## config.mk

```make
export PLATFORM = sky130hd
export DESIGN_NAME = dru_ctrl
export DESIGN_NICKNAME = d
export VERILOG_FILES = /design/src/hw/rtl/dru_pkg.sv /design/src/hw/rtl/dru_ctrl.sv
export SDC_FILE = /design/constraint.sdc
export NUM_CORES = 1
export LEC_CHECK = 0
export ABC_AREA = 1
export BUFFER_PORTS_ARGS = -buffer_cell sky130_fd_sc_hd__buf_2
export CAP_MARGIN = 10
export CORE_AREA = 2 2 39 41
export CTS_BUF_LIST = sky130_fd_sc_hd__clkbuf_8
export DETAILED_ROUTE_END_ITERATION = 10
export DIE_AREA = 0 0 41 43
export PLACE_DENSITY = 0.57
export SLEW_MARGIN = 20
export SYNTH_ARGS = -nofsm -noshare
export SYNTH_HDL_FRONTEND = slang
export SYNTH_SLANG_ARGS = --single-unit
```

## constraint.sdc

```tcl
create_clock -name clk -period 1.15 [get_ports clk]
set_input_delay 0.115 -clock clk [delete_from_list [all_inputs] [get_ports clk]]
set_output_delay 0.115 -clock clk [all_outputs]
set_load 0.01 [all_outputs]
```

## src/hw/rtl/dru_pkg.sv

```systemverilog
// ----------------------------------------------------------------------------
// dru_pkg
// Shared types and constants of the detection row decoder.
// ----------------------------------------------------------------------------
package dru_pkg;

  localparam int MAX_ROW_LENGTH_DEF = 1024;
  localparam int MAX_FRAME_DIM_DEF  = 4096;

  localparam int ATTR_W   = 32;
  localparam int CFG_IDX_W = 3;
  localparam int CFG_DAT_W = 17;
  localparam int DIM_W    = 13;
  localparam int ROWCFG_W = 11;
  localparam int CLS_W    = 10;
  localparam int CONF_W   = 17;
  localparam int LEFT_W   = 12;

  // divisor holds model size times two to the 17th (left, top) or 16th
  localparam int DIVR_W   = DIM_W + 17;

  localparam logic signed [ATTR_W-1:0] Q_ONE      = 32'sd65536;
  localparam logic signed [ATTR_W-1:0] NORM_LIMIT = 32'sd98304;
  localparam int DEFAULT_ROW_MARK = 85;
  localparam int IMPLICIT_MIN_LEN = 8;
  localparam int MIN_ROW_LENGTH   = 6;

  typedef enum logic [CFG_IDX_W-1:0] {
    REG_FRAME_WIDTH  = 3'd0,
    REG_FRAME_HEIGHT = 3'd1,
    REG_MODEL_WIDTH  = 3'd2,
    REG_MODEL_HEIGHT = 3'd3,
    REG_ROW_LENGTH   = 3'd4,
    REG_CLASS_COUNT  = 3'd5,
    REG_THRESHOLD    = 3'd6
  } reg_idx_t;

  typedef enum logic [1:0] {
    SEL_LEFT   = 2'd0,
    SEL_TOP    = 2'd1,
    SEL_WIDTH  = 2'd2,
    SEL_HEIGHT = 2'd3
  } box_sel_t;

  typedef enum logic [2:0] {
    ST_ACCUM,
    ST_MUL,
    ST_DECIDE,
    ST_PREP,
    ST_START,
    ST_WAIT,
    ST_STORE,
    ST_OUT
  } state_t;

  typedef struct packed {
    logic     accept;
    logic     mul_en;
    logic     prep;
    logic     div_start;
    logic     store;
    logic     load;
    box_sel_t sel;
  } cmd_t;

  typedef struct packed {
    logic row_end;
    logic emit;
    logic div_busy;
  } status_t;

endpackage

```

## src/hw/rtl/dru_ctrl.sv

```systemverilog
// ----------------------------------------------------------------------------
// dru_ctrl
// Row sequencer: accumulate, confidence check, four box divisions, output.
// ----------------------------------------------------------------------------
module dru_ctrl (
  input  logic              clk,
  input  logic              rst,
  input  logic              in_valid,
  output logic              in_ready,
  output logic              out_valid,
  input  logic              out_ready,
  input  dru_pkg::status_t  status,
  output dru_pkg::cmd_t     cmd
);

  dru_pkg::state_t   state, state_next;
  dru_pkg::box_sel_t sel, sel_next;
  logic              out_full, out_full_next;
  logic              out_free;

  assign out_free = !out_full || out_ready;

  always_ff @(posedge clk) begin
    if (rst) begin
      state    <= dru_pkg::ST_ACCUM;
      sel      <= dru_pkg::SEL_LEFT;
      out_full <= 1'b0;
    end else begin
      state    <= state_next;
      sel      <= sel_next;
      out_full <= out_full_next;
    end
  end

  always_comb begin
    state_next    = state;
    sel_next      = sel;
    out_full_next = out_full;
    if (out_ready) out_full_next = 1'b0;
    case (state)
      dru_pkg::ST_ACCUM: begin
        if (in_valid && status.row_end) state_next = dru_pkg::ST_MUL;
      end
      dru_pkg::ST_MUL: state_next = dru_pkg::ST_DECIDE;
      dru_pkg::ST_DECIDE: begin
        sel_next   = dru_pkg::SEL_LEFT;
        state_next = status.emit ? dru_pkg::ST_PREP : dru_pkg::ST_ACCUM;
      end
      dru_pkg::ST_PREP:  state_next = dru_pkg::ST_START;
      dru_pkg::ST_START: state_next = dru_pkg::ST_WAIT;
      dru_pkg::ST_WAIT: begin
        if (!status.div_busy) state_next = dru_pkg::ST_STORE;
      end
      dru_pkg::ST_STORE: begin
        if (sel == dru_pkg::SEL_HEIGHT) begin
          state_next = dru_pkg::ST_OUT;
        end else begin
          sel_next   = dru_pkg::box_sel_t'(sel + 2'd1);
          state_next = dru_pkg::ST_PREP;
        end
      end
      dru_pkg::ST_OUT: begin
        if (out_free) begin
          state_next    = dru_pkg::ST_ACCUM;
          out_full_next = 1'b1;
        end
      end
      default: state_next = dru_pkg::ST_ACCUM;
    endcase
  end

  always_comb begin
    in_ready      = (state == dru_pkg::ST_ACCUM);
    out_valid     = out_full;
    cmd.accept    = in_valid && (state == dru_pkg::ST_ACCUM);
    cmd.mul_en    = (state == dru_pkg::ST_MUL);
    cmd.prep      = (state == dru_pkg::ST_PREP);
    cmd.div_start = (state == dru_pkg::ST_START);
    cmd.store     = (state == dru_pkg::ST_STORE);
    cmd.load      = (state == dru_pkg::ST_OUT) && out_free;
    cmd.sel       = sel;
  end

endmodule

```

==> impl_metrics.env, run 1 <==
export IMPL_power_total_uw=1500
export IMPL_synth_ff_latch_count=6
export IMPL_worstHoldPathCells=2
export IMPL_die_x_um=41
export IMPL_synth_xor_area_frac=0
export IMPL_via_per_inst=4.35
export IMPL_peakVddDrop_mv=1.05
export IMPL_postRouteAntennaNets=0
export IMPL_combPwrFrac=0.521
export IMPL_nets=92
export IMPL_initial_core_util=0.269
export IMPL_clkTransAtPathRegs_ps=40
export IMPL_min_path_type="in2reg"
export IMPL_cts_root_buf="clkbuf_8"
export IMPL_ys_warn_count=0
export IMPL_postCtsHoldBufs=0
export IMPL_synthAdderAreaFrac=0.0337
export IMPL_critPathRequiredTime_ps=1030
export IMPL_clk_path_buf_depth=2
export IMPL_tightest_slew_ps=171
export IMPL_drt_pass1_iter_count=2
export IMPL_rsz0062_at_grt="true"
export IMPL_cp_max_fo=4
export IMPL_htreeDepth=1
export IMPL_grt_antenna_before_repair=0
export IMPL_yosysTopAreaCell="dfxtp_1"
export IMPL_yosys_area_share_simple=0.455
export IMPL_status="finished, final reports clean"
export IMPL_pwr_share_seq=0.274
export IMPL_p_leak_uw=0.000311
export IMPL_dpl_hpwl_um=701
export IMPL_switching_share=0.422
export IMPL_hold_start="rst"
export IMPL_grt_overflow_total=0
export IMPL_rr_worst_depth=8
export IMPL_ys_types=14
export IMPL_grt_total_usage=0.140
export IMPL_syn_nets=68
export IMPL_cts_tree="done"
export IMPL_grt_first_pass_wirelength_mm=1.62
export IMPL_worstSkewPairLatency_ps=220
export IMPL_wirelength_um=908
export IMPL_final_cell_area_sq_um=588
export IMPL_regToRegEndpoint="state[0]$_SDFFE_PP0P_"
export IMPL_synth_top_area_frac=0.323
export IMPL_detailroute_via_count=426
export IMPL_holdPathEnd="sel[1]$_SDFFE_PP0P_"
export IMPL_placed_area_sq_um=479
export IMPL_numCtsBuffers=3
export IMPL_final_setup_tns_ps=0
export IMPL_core_area_sq_um=1380
export IMPL_synth_compound_area_frac=0.0875
export IMPL_worstSetupPathType="reg2out"
export IMPL_row_count=14
export IMPL_drtIter0Drc=2
export IMPL_cp_end_kind="output pin"
export IMPL_maxSlewHeadroom=0.886
export IMPL_num_antenna_cells=0
export IMPL_grt_pass1_vias=437
export IMPL_fmax_mhz=898
export IMPL_synth_area_top_cells="dfxtp_1, nor2_1, nand2_1"
export IMPL_numClockSinks=6
export IMPL_power_internal_uw=868
export IMPL_die_area_sq_um=1760
export IMPL_drc_errors=0
export IMPL_wire_per_inst_um=9.27
export IMPL_cp_arrival_ps=1000
export IMPL_slew_violations=0
export IMPL_grt_start_max_net_pins=8
export IMPL_utilization=0.425
export IMPL_r2r_start="state[0]$_SDFFE_PP0P_"
export IMPL_hold_violations=0
export IMPL_timing_final_crit_period_ps=1110
export IMPL_synth_mux_area_frac=0
export IMPL_maxCapViolations=0
export IMPL_finalCritPeriodShare=0.968
export IMPL_synth_cells=60
export IMPL_synth_avg_cell_area_sq_um=6.19
export IMPL_powerDensity_nw_per_um2=2550
export IMPL_power_frac_clock=0.205
export IMPL_ys_seq_area_frac=0.323
export IMPL_syn_area_sq_um=372
export IMPL_skew_ps=1.88
export IMPL_worstSetupStartpointType="register"
export IMPL_syn2layout_area_growth_pct=58.2
export IMPL_drive_gt1_frac=0.439
export IMPL_synth_top_family_by_area="simple AND/OR/NAND/NOR gates"
export IMPL_fp_dieH_um=43
export IMPL_port_buffers=16
export IMPL_io_pins=17
export IMPL_rrSetupSlack_ps=80
export IMPL_switchingPower_uw=632
export IMPL_gp_congestion=0.817
export IMPL_setup_viol=0
## sequential cells by signal, summed over array words and instances, names as in the netlist
name and count:
state 3, out_valid 1, sel 2
## per-layer routing
| layer | vias up | GRT usage | routed length, um |
|---|---|---|---|
| li1 | 230 | - | - |
| met1 | 188 | 0.154 | 377 |
| met2 | 8 | 0.209 | 490 |
| met3 | 0 | 0.0471 | 39 |
| met4 | 0 | 0.100 | 0 |
| met5 | - | 0 | 0 |
## power by group through the flow
stage / Sequential, uW / Combinational (uW) / Clock [uW]
5_1_grt: 421 / 891 / 329
3_3_place_gp: 339 / 644 / 0
4_1_cts: 373 / 693 / 320
3_5_place_dp: 343 / 641 / 0
6_report: 411 / 781 / 308
2_1_floorplan: 329 / 452 / 0
## area by class of cell
| type | instances | area [sq um] |
|---|---|---|
| flip-flops and latches | 6 | 131 |
| clock buffers | 3 | 41.3 |
| repair buffers | 19 | 119 |
| multi-input cells | 44 | 234 |
| inverters | 10 | 42.5 |
| well taps | 16 | 20.0 |
| fillers | 153 | 796 |
## repair_timing
item,in CTS,in global routing
pin swaps,1,4
endpoints found under the setup margin,6,9
setup buffers,2,0
gates resized for setup,8,12
## through the flow
step | hold WS, ps | std cells | setup slack, ps
finish | 66.9 | 98 | 36.6
global route | 84.1 | 98 | -17.9
CTS | 61.7 | 98 | 1.11
detailed placement | 295 | 93 | 65.6
global placement | 288 | 93 | 98.5
floorplan | 184 | 60 | 161
## synth_stat cells
| cell | instances |
|---|---|
| a21oi_1 | 2 |
| and3_2 | 1 |
| dfxtp_1 | 6 |
| ha_1 | 1 |
| inv_1 | 9 |
| inv_2 | 1 |
| nand2_1 | 12 |
| nand3_1 | 4 |
| nand3_2 | 1 |
| nor2_1 | 17 |
| nor2_4 | 2 |
| o21a_1 | 1 |
| o21ai_0 | 2 |
| o21ai_1 | 1 |
## worst max path at each step
stage / startpoint / slack (ps) / cells past startpoint / end
final: state[0]$_SDFFE_PP0P_ / 40 / 5 / cmd[3]
after global routing: state[0]$_SDFFE_PP0P_ / -20 / 4 / cmd[4]
after CTS: state[1]$_SDFFE_PP0P_ / 1 / 4 / cmd[3]
after detailed placement: state[2]$_SDFFE_PP0P_ / 70 / 5 / state[0]$_SDFFE_PP0P_
after global placement: state[2]$_SDFFE_PP0P_ / 100 / 5 / state[0]$_SDFFE_PP0P_
after floorplan: sel[0]$_SDFFE_PP0P_ / 160 / 5 / sel[0]$_SDFFE_PP0P_
## cell families after synthesis
group           Yosys count
fa+ha+maj                 1
compound gates            6
flops                     6
buf+inv                  10
simple gates             37
## layout by cell type (no fill, tap or decap)
| cell type | count |
|---|---|
| a21oi_1 | 2 |
| and3_4 | 1 |
| nand2_2 | 1 |
| inv_2 | 1 |
| o21ai_0 | 1 |
| nor2_1 | 15 |
| nand3_1 | 4 |
| buf_4 | 2 |
| o21ai_1 | 1 |
| buf_2 | 14 |
| nand3_2 | 1 |
| buf_6 | 3 |
| nor2_2 | 1 |
| ha_1 | 1 |
| nand2_1 | 11 |
| dfxtp_1 | 3 |
| dfxtp_4 | 3 |
| o21ai_2 | 1 |
| inv_4 | 2 |
| clkbuf_8 | 3 |
| inv_1 | 7 |
| o21a_1 | 1 |
| nor2_4 | 3 |
## worst max-delay path: stages (launching register included)
cell and delay, ps:
dfxtp_4 360, inv_4 60, nand2_2 50, buf_6 120, nor2_4 90, buf_6 110
(Power assumes the default switching activity.)
==> run 2, diff against run 1 <==
--- a/config.mk
+++ b/config.mk
@@ -5,15 +5,15 @@
 export SDC_FILE = /design/constraint.sdc
 export NUM_CORES = 1
 export LEC_CHECK = 0
-export ABC_AREA = 1
 export BUFFER_PORTS_ARGS = -buffer_cell sky130_fd_sc_hd__buf_2
 export CAP_MARGIN = 10
 export CORE_AREA = 2 2 39 41
 export CTS_BUF_LIST = sky130_fd_sc_hd__clkbuf_8
 export DETAILED_ROUTE_END_ITERATION = 10
 export DIE_AREA = 0 0 41 43
-export PLACE_DENSITY = 0.57
+export PLACE_DENSITY = 0.6
 export SLEW_MARGIN = 20
 export SYNTH_ARGS = -nofsm -noshare
 export SYNTH_HDL_FRONTEND = slang
 export SYNTH_SLANG_ARGS = --single-unit
+export TNS_END_PERCENT = 20
==> impl_metrics.env, run 2 <==
export IMPL_p_leak_uw=0.000311
export IMPL_grt_antenna_before_repair=0
export IMPL_initial_core_util=0.297
export IMPL_min_path_type="in2reg"
export IMPL_violations="setup timing"
export IMPL_worstSetupStartpointType="register"
export IMPL_core_area_sq_um=1380
export IMPL_placed_area_sq_um=544
export IMPL_synth_ff_latch_count=6
export IMPL_cts_tree="done"
export IMPL_syn2layout_area_growth_pct=70.5
export IMPL_wirelength_mm=1.02
export IMPL_drtIter0Drc=4
export IMPL_cts_root_buf="clkbuf_8"
export IMPL_synth_cells=51
export IMPL_dp_cells=88
export IMPL_postRouteAntennaNets=0
export IMPL_wire_per_inst_um=10.8
export IMPL_dpl_hpwl_um=765
export IMPL_clkTransAtPathRegs_ps=30
export IMPL_slew_violations=0
export IMPL_grt_overflow_total=0
export IMPL_tightest_slew_ps=256
export IMPL_mostFrequentLayoutCells="buf_2, buf_6, nand2_1, a21oi_1, buf_4"
export IMPL_peakVddDrop_mv=0.891
export IMPL_cpMaxStageDelayCell="dfxtp_4"
export IMPL_grt_total_usage=0.139
export IMPL_drt_pass1_iter_count=4
export IMPL_ys_seq_area_frac=0.292
export IMPL_drc_errors=0
export IMPL_die_x_um=41
export IMPL_synth_common_cells="a21oi_1, dfxtp_1, nand2_1"
export IMPL_yosysTopAreaCell="dfxtp_1"
export IMPL_fp_dieH_um=43
export IMPL_drive_gt1_frac=0.595
export IMPL_grt_first_pass_wirelength_mm=1.64
export IMPL_gp_congestion=0.678
export IMPL_worstSetupPathType="reg2out"
export IMPL_syn_nets=59
export IMPL_syn_area_sq_um=412
export IMPL_powerDensity_nw_per_um2=2300
export IMPL_power_frac_clock=0.188
export IMPL_switchingPower_uw=560
export IMPL_worstPathCellList="buf_6 > nor3_4 > and2_4 > buf_6"
export IMPL_final_cell_area_sq_um=702
export IMPL_detailroute_via_count=455
export IMPL_layout_cells_most_common="buf_2"
export IMPL_layout_cells_non_filler=95
export IMPL_num_antenna_cells=0
export IMPL_async_reset_ff_frac=0
export IMPL_maxSlewHeadroom=0.828
export IMPL_grt_pass1_vias=423
export IMPL_finalCritPeriodShare=1.09
export IMPL_worstSkewPairLatency_ps=220
export IMPL_pwr_share_seq=0.217
export IMPL_numCtsBuffers=3
export IMPL_via_per_inst=4.79
export IMPL_fmax_mhz=797
export IMPL_die_area_sq_um=1760
export IMPL_synth_avg_cell_area_sq_um=8.07
export IMPL_cp_max_fo=6
export IMPL_io_pins=17
export IMPL_combPwrFrac=0.595
export IMPL_power_internal_uw=1060
export IMPL_nets=89
export IMPL_status="finished, violations left"
export IMPL_ys_warn_count=0
export IMPL_synth_top_area_frac=0.292
export IMPL_hold_violations=0
export IMPL_synth_area_top_cells="dfxtp_1, a21oi_1, nor3_2"
export IMPL_top_register="state"
export IMPL_htreeDepth=1
export IMPL_clk_path_buf_depth=2
export IMPL_cp_end_kind="output pin"
export IMPL_worst_slack_ps=-104
export IMPL_grt_start_max_net_pins=8
export IMPL_cp_common_cell="buf_6"
export IMPL_port_buffers=16
export IMPL_switching_share=0.346
export IMPL_row_count=14
export IMPL_ys_types=28
export IMPL_numClockSinks=6
export IMPL_setup_viol=7
export IMPL_skew_ps=0.964
export IMPL_largest_reg_flops=3
export IMPL_critPathRequiredTime_ps=1030
export IMPL_timing_final_crit_period_ps=1250
export IMPL_final_setup_tns_ps=-332
export IMPL_synthFlopType="dfxtp_1"
export IMPL_maxCapViolations=0
export IMPL_critPathMaxStageDelay_ps=350
export IMPL_critPathBufInv=2
export IMPL_synth_edff_count=0
export IMPL_cp_top_family="flip-flops"
export IMPL_cp_arrival_ps=1140
export IMPL_rsz0062_at_grt="true"
export IMPL_utilization=0.507
-- run 2: cells by family after synthesis --
kind of cell    Yosys count  share of synthesized area
flops                     6                      0.292
buf+inv                   6                      0.100
simple gates             23                      0.334
fa+ha+maj                 1                     0.0304
compound gates           15                      0.243
-- run 2: through the flow --
step / hold slack [ps] / setup slack, ps / total power [uW]
floorplan: 184 / 16.6 / 741
global placement: 372 / 17.1 / 934
detailed placement: 359 / 11.2 / 933
CTS: 133 / -96.2 / 1480
global route: 140 / -137 / 1740
finish: 134 / -104 / 1620
-- run 2: cell type report --
| class | count | area, sq um |
|---|---|---|
| clock buffers | 3 | 41.3 |
| fillers | 132 | 682 |
| inverters | 3 | 11.3 |
| multi-input cells | 39 | 287 |
| flip-flops and latches | 6 | 131 |
| well taps | 16 | 20.0 |
| repair buffers | 28 | 211 |
-- run 2: path summary, 6_finish.rpt --
check / start / end / slack [ps] / cells after the start
setup / recovery: state[1]$_SDFFE_PP0P_ / cmd[7] / -100 / 4
hold / removal: rst / state[1]$_SDFFE_PP0P_ / 130 / 2
setup reg to reg: state[0]$_SDFFE_PP0P_ / state[2]$_SDFFE_PP0P_ / 10 / 5
hold reg to reg: sel[1]$_SDFFE_PP0P_ / sel[1]$_SDFFE_PP0P_ / 490 / 2
-- run 2: repair_timing --
item / 4_1_cts / 5_1_grt
buffers inserted: 3 / 1
resized for setup: 14 / 8
hold buffers: 0 / 0
pin swaps: 2 / 2
cloned: 0 / 0
endpoints found under the setup margin: 7 / 10
-- run 2: layer usage --
layer  vias up  track usage  routed length [um]
met5         -            0                   0
met3         0       0.0314                  33
met4         0        0.100                   0
li1        235            -                   -
met2         9        0.206                 524
met1       211        0.165                 464
-- run 2: power by group through the flow --
stage                     logic [uW]  clock network [uW]  registers [uW]
after global placement           602                   0             332
after global routing            1040                 335             358
after floorplan                  460                   0             281
after detailed placement         602                   0             331
after CTS                        829                 315             336
final                            962                 303             351
==> run 3, diff against run 2 <==
--- a/config.mk
+++ b/config.mk
@@ -7,11 +7,13 @@
 export LEC_CHECK = 0
 export BUFFER_PORTS_ARGS = -buffer_cell sky130_fd_sc_hd__buf_2
 export CAP_MARGIN = 10
-export CORE_AREA = 2 2 39 41
+export CELL_PAD_IN_SITES_DETAIL_PLACEMENT = 2
+export CELL_PAD_IN_SITES_GLOBAL_PLACEMENT = 2
+export CORE_MARGIN = 2
+export CORE_UTILIZATION = 25
 export CTS_BUF_LIST = sky130_fd_sc_hd__clkbuf_8
 export DETAILED_ROUTE_END_ITERATION = 10
-export DIE_AREA = 0 0 41 43
-export PLACE_DENSITY = 0.6
+export PLACE_DENSITY = 0.81
 export SLEW_MARGIN = 20
 export SYNTH_ARGS = -nofsm -noshare
 export SYNTH_HDL_FRONTEND = slang
==> impl_metrics.env, run 3 (synthesis results as in run 2) <==
export IMPL_hold_ws_ps=145
export IMPL_drive_gt1_frac=0.579
export IMPL_setup_viol=5
export IMPL_grt_pass1_vias=503
export IMPL_violations="setup timing"
export IMPL_fp_dieH_um=44.6
export IMPL_wirelength_mm=1.45
export IMPL_met3_length_um=49
export IMPL_largest_reg_flops=3
export IMPL_finalCritPeriodShare=1.05
export IMPL_rr_worst_depth=4
export IMPL_maxSlewHeadroom=0.846
export IMPL_io_pins=17
export IMPL_power_total_uw=1470
export IMPL_min_path_type="in2reg"
export IMPL_peakVddDrop_mv=1.31
export IMPL_gp_congestion=0.722
export IMPL_wl_met1_um=750
export IMPL_cts_root_buf="clkbuf_8"
export IMPL_grt_total_usage=0.175
export IMPL_fillers=180
export IMPL_row_count=14
export IMPL_cpMaxStageDelayCell="dfxtp_4"
export IMPL_critPathMaxStageDelay_ps=420
export IMPL_initial_core_util=0.270
export IMPL_final_cell_area_sq_um=654
export IMPL_cp_end_kind="output pin"
export IMPL_tightest_slew_ps=230
export IMPL_wl_met2_um=654
export IMPL_crit_cells=4
export IMPL_slew_violations=0
export IMPL_numCtsBuffers=3
export IMPL_critPathRequiredTime_ps=1030
export IMPL_placed_area_sq_um=537
export IMPL_drc_errors=0
export IMPL_worstSkewPairLatency_ps=220
export IMPL_timing_final_crit_period_ps=1210
export IMPL_numClockSinks=6
export IMPL_cp_max_fo=12
export IMPL_cp_arrival_ps=1100
export IMPL_clkTransAtPathRegs_ps=40
export IMPL_dpl_hpwl_mm=1.04
export IMPL_routed_top_layer="met3"
export IMPL_worstPathCellList="buf_6 > nand2_1 > nor2_1 > buf_2"
export IMPL_die_x_um=44.6
export IMPL_core_area_sq_um=1520
export IMPL_skew_ps=2.90
export IMPL_grt_overflow_total=0
export IMPL_top_register="state"
export IMPL_grt_start_max_net_pins=13
export IMPL_status="finished, violations left"
export IMPL_die_area_sq_um=1990
export IMPL_rrSetupSlack_ps=40
export IMPL_powerDensity_nw_per_um2=2250
export IMPL_worstSetupPathType="reg2out"
export IMPL_htreeDepth=1
export IMPL_fmax_mhz=826
export IMPL_p_leak_uw=0.000294
export IMPL_worstSetupStartpointType="register"
export IMPL_clk_path_buf_depth=2
export IMPL_via_per_inst=5.05
export IMPL_postCtsHoldBufs=0
export IMPL_cp_startpoint="state[0]$_SDFFE_PP0P_"
export IMPL_syn2layout_area_growth_pct=59.0
export IMPL_r2r_start="state[2]$_SDFFE_PP0P_"
export IMPL_mostFrequentLayoutCells="buf_2, buf_4, nand2_1, a21oi_1, buf_6"
export IMPL_grt_antenna_before_repair=0
export IMPL_critPathBufInv=2
export IMPL_worst_slack_ps=-61.2
export IMPL_wire_per_inst_um=15.8
export IMPL_detailroute_via_count=465
export IMPL_nets=86
export IMPL_cts_tree="done"
export IMPL_cp_top_family="flip-flops"
export IMPL_layout_cells_most_common="buf_2"
export IMPL_drtIter0Drc=4
export IMPL_drt_pass1_iter_count=4
export IMPL_postRouteAntennaNets=0
export IMPL_crit_path_end="cmd[5]"
export IMPL_hold_violations=0
export IMPL_grt_first_pass_wirelength_mm=2.47
export IMPL_num_antenna_cells=0
export IMPL_final_setup_tns_ps=-189
export IMPL_utilization=0.429
export IMPL_port_buffers=16
export IMPL_regToRegEndpoint="state[0]$_SDFFE_PP0P_"
export IMPL_rsz0062_at_grt="true"
export IMPL_maxCapViolations=0
[run 3: per-stage QoR]
stage          worst slack [ps]  instances
2_1_floorplan              16.6         51
3_3_place_gp              -3.71         87
3_5_place_dp              -36.8         87
4_1_cts                   -69.1         92
5_1_grt                    -119         92
6_report                  -61.2         92
[run 3: area by class of cell]
class	instances	area, sq um	area share
inverters	3	11.3	0.0172
clock buffers	3	41.3	0.0631
multi-input cells	39	283	0.432
flip-flops and latches	6	131	0.201
well taps	16	20.0	0.0306
repair buffers	25	168	0.256
[run 3: power by group]
part	switching [uW]	internal, uW	total [uW]
Clock	87.4	225	312
Combinational	359	408	767
Sequential	119	274	393
Total	566	906	1470
[run 3: how the worst min path moves through the flow]
| stage | from | endpoint | slack, ps | cells past startpoint |
|---|---|---|---|---|
| 6_report | rst | state[1]$_SDFFE_PP0P_ | 150 | 2 |
| 5_1_grt | rst | state[1]$_SDFFE_PP0P_ | 170 | 2 |
| 2_1_floorplan | rst | out_valid$_SDFF_PP0_ | 180 | 1 |
| 3_5_place_dp | rst | sel[1]$_SDFFE_PP0P_ | 360 | 2 |
| 3_3_place_gp | rst | sel[1]$_SDFFE_PP0P_ | 360 | 2 |
| 4_1_cts | rst | state[1]$_SDFFE_PP0P_ | 140 | 2 |
[run 3: what timing repair did]
item / 4_1_cts / 5_1_grt
pin swaps: 2 / 0
cloned: 0 / 0
buffers inserted: 2 / 0
resized for setup: 13 / 5
endpoints found under the setup margin: 12 / 10
[run 3: per-layer routing]
layer / up-vias / track usage
li1: 233 / -
met1: 223 / 0.250
met2: 9 / 0.261
met3: 0 / 0.0245
met4: 0 / 0.0727
met5: - / 0
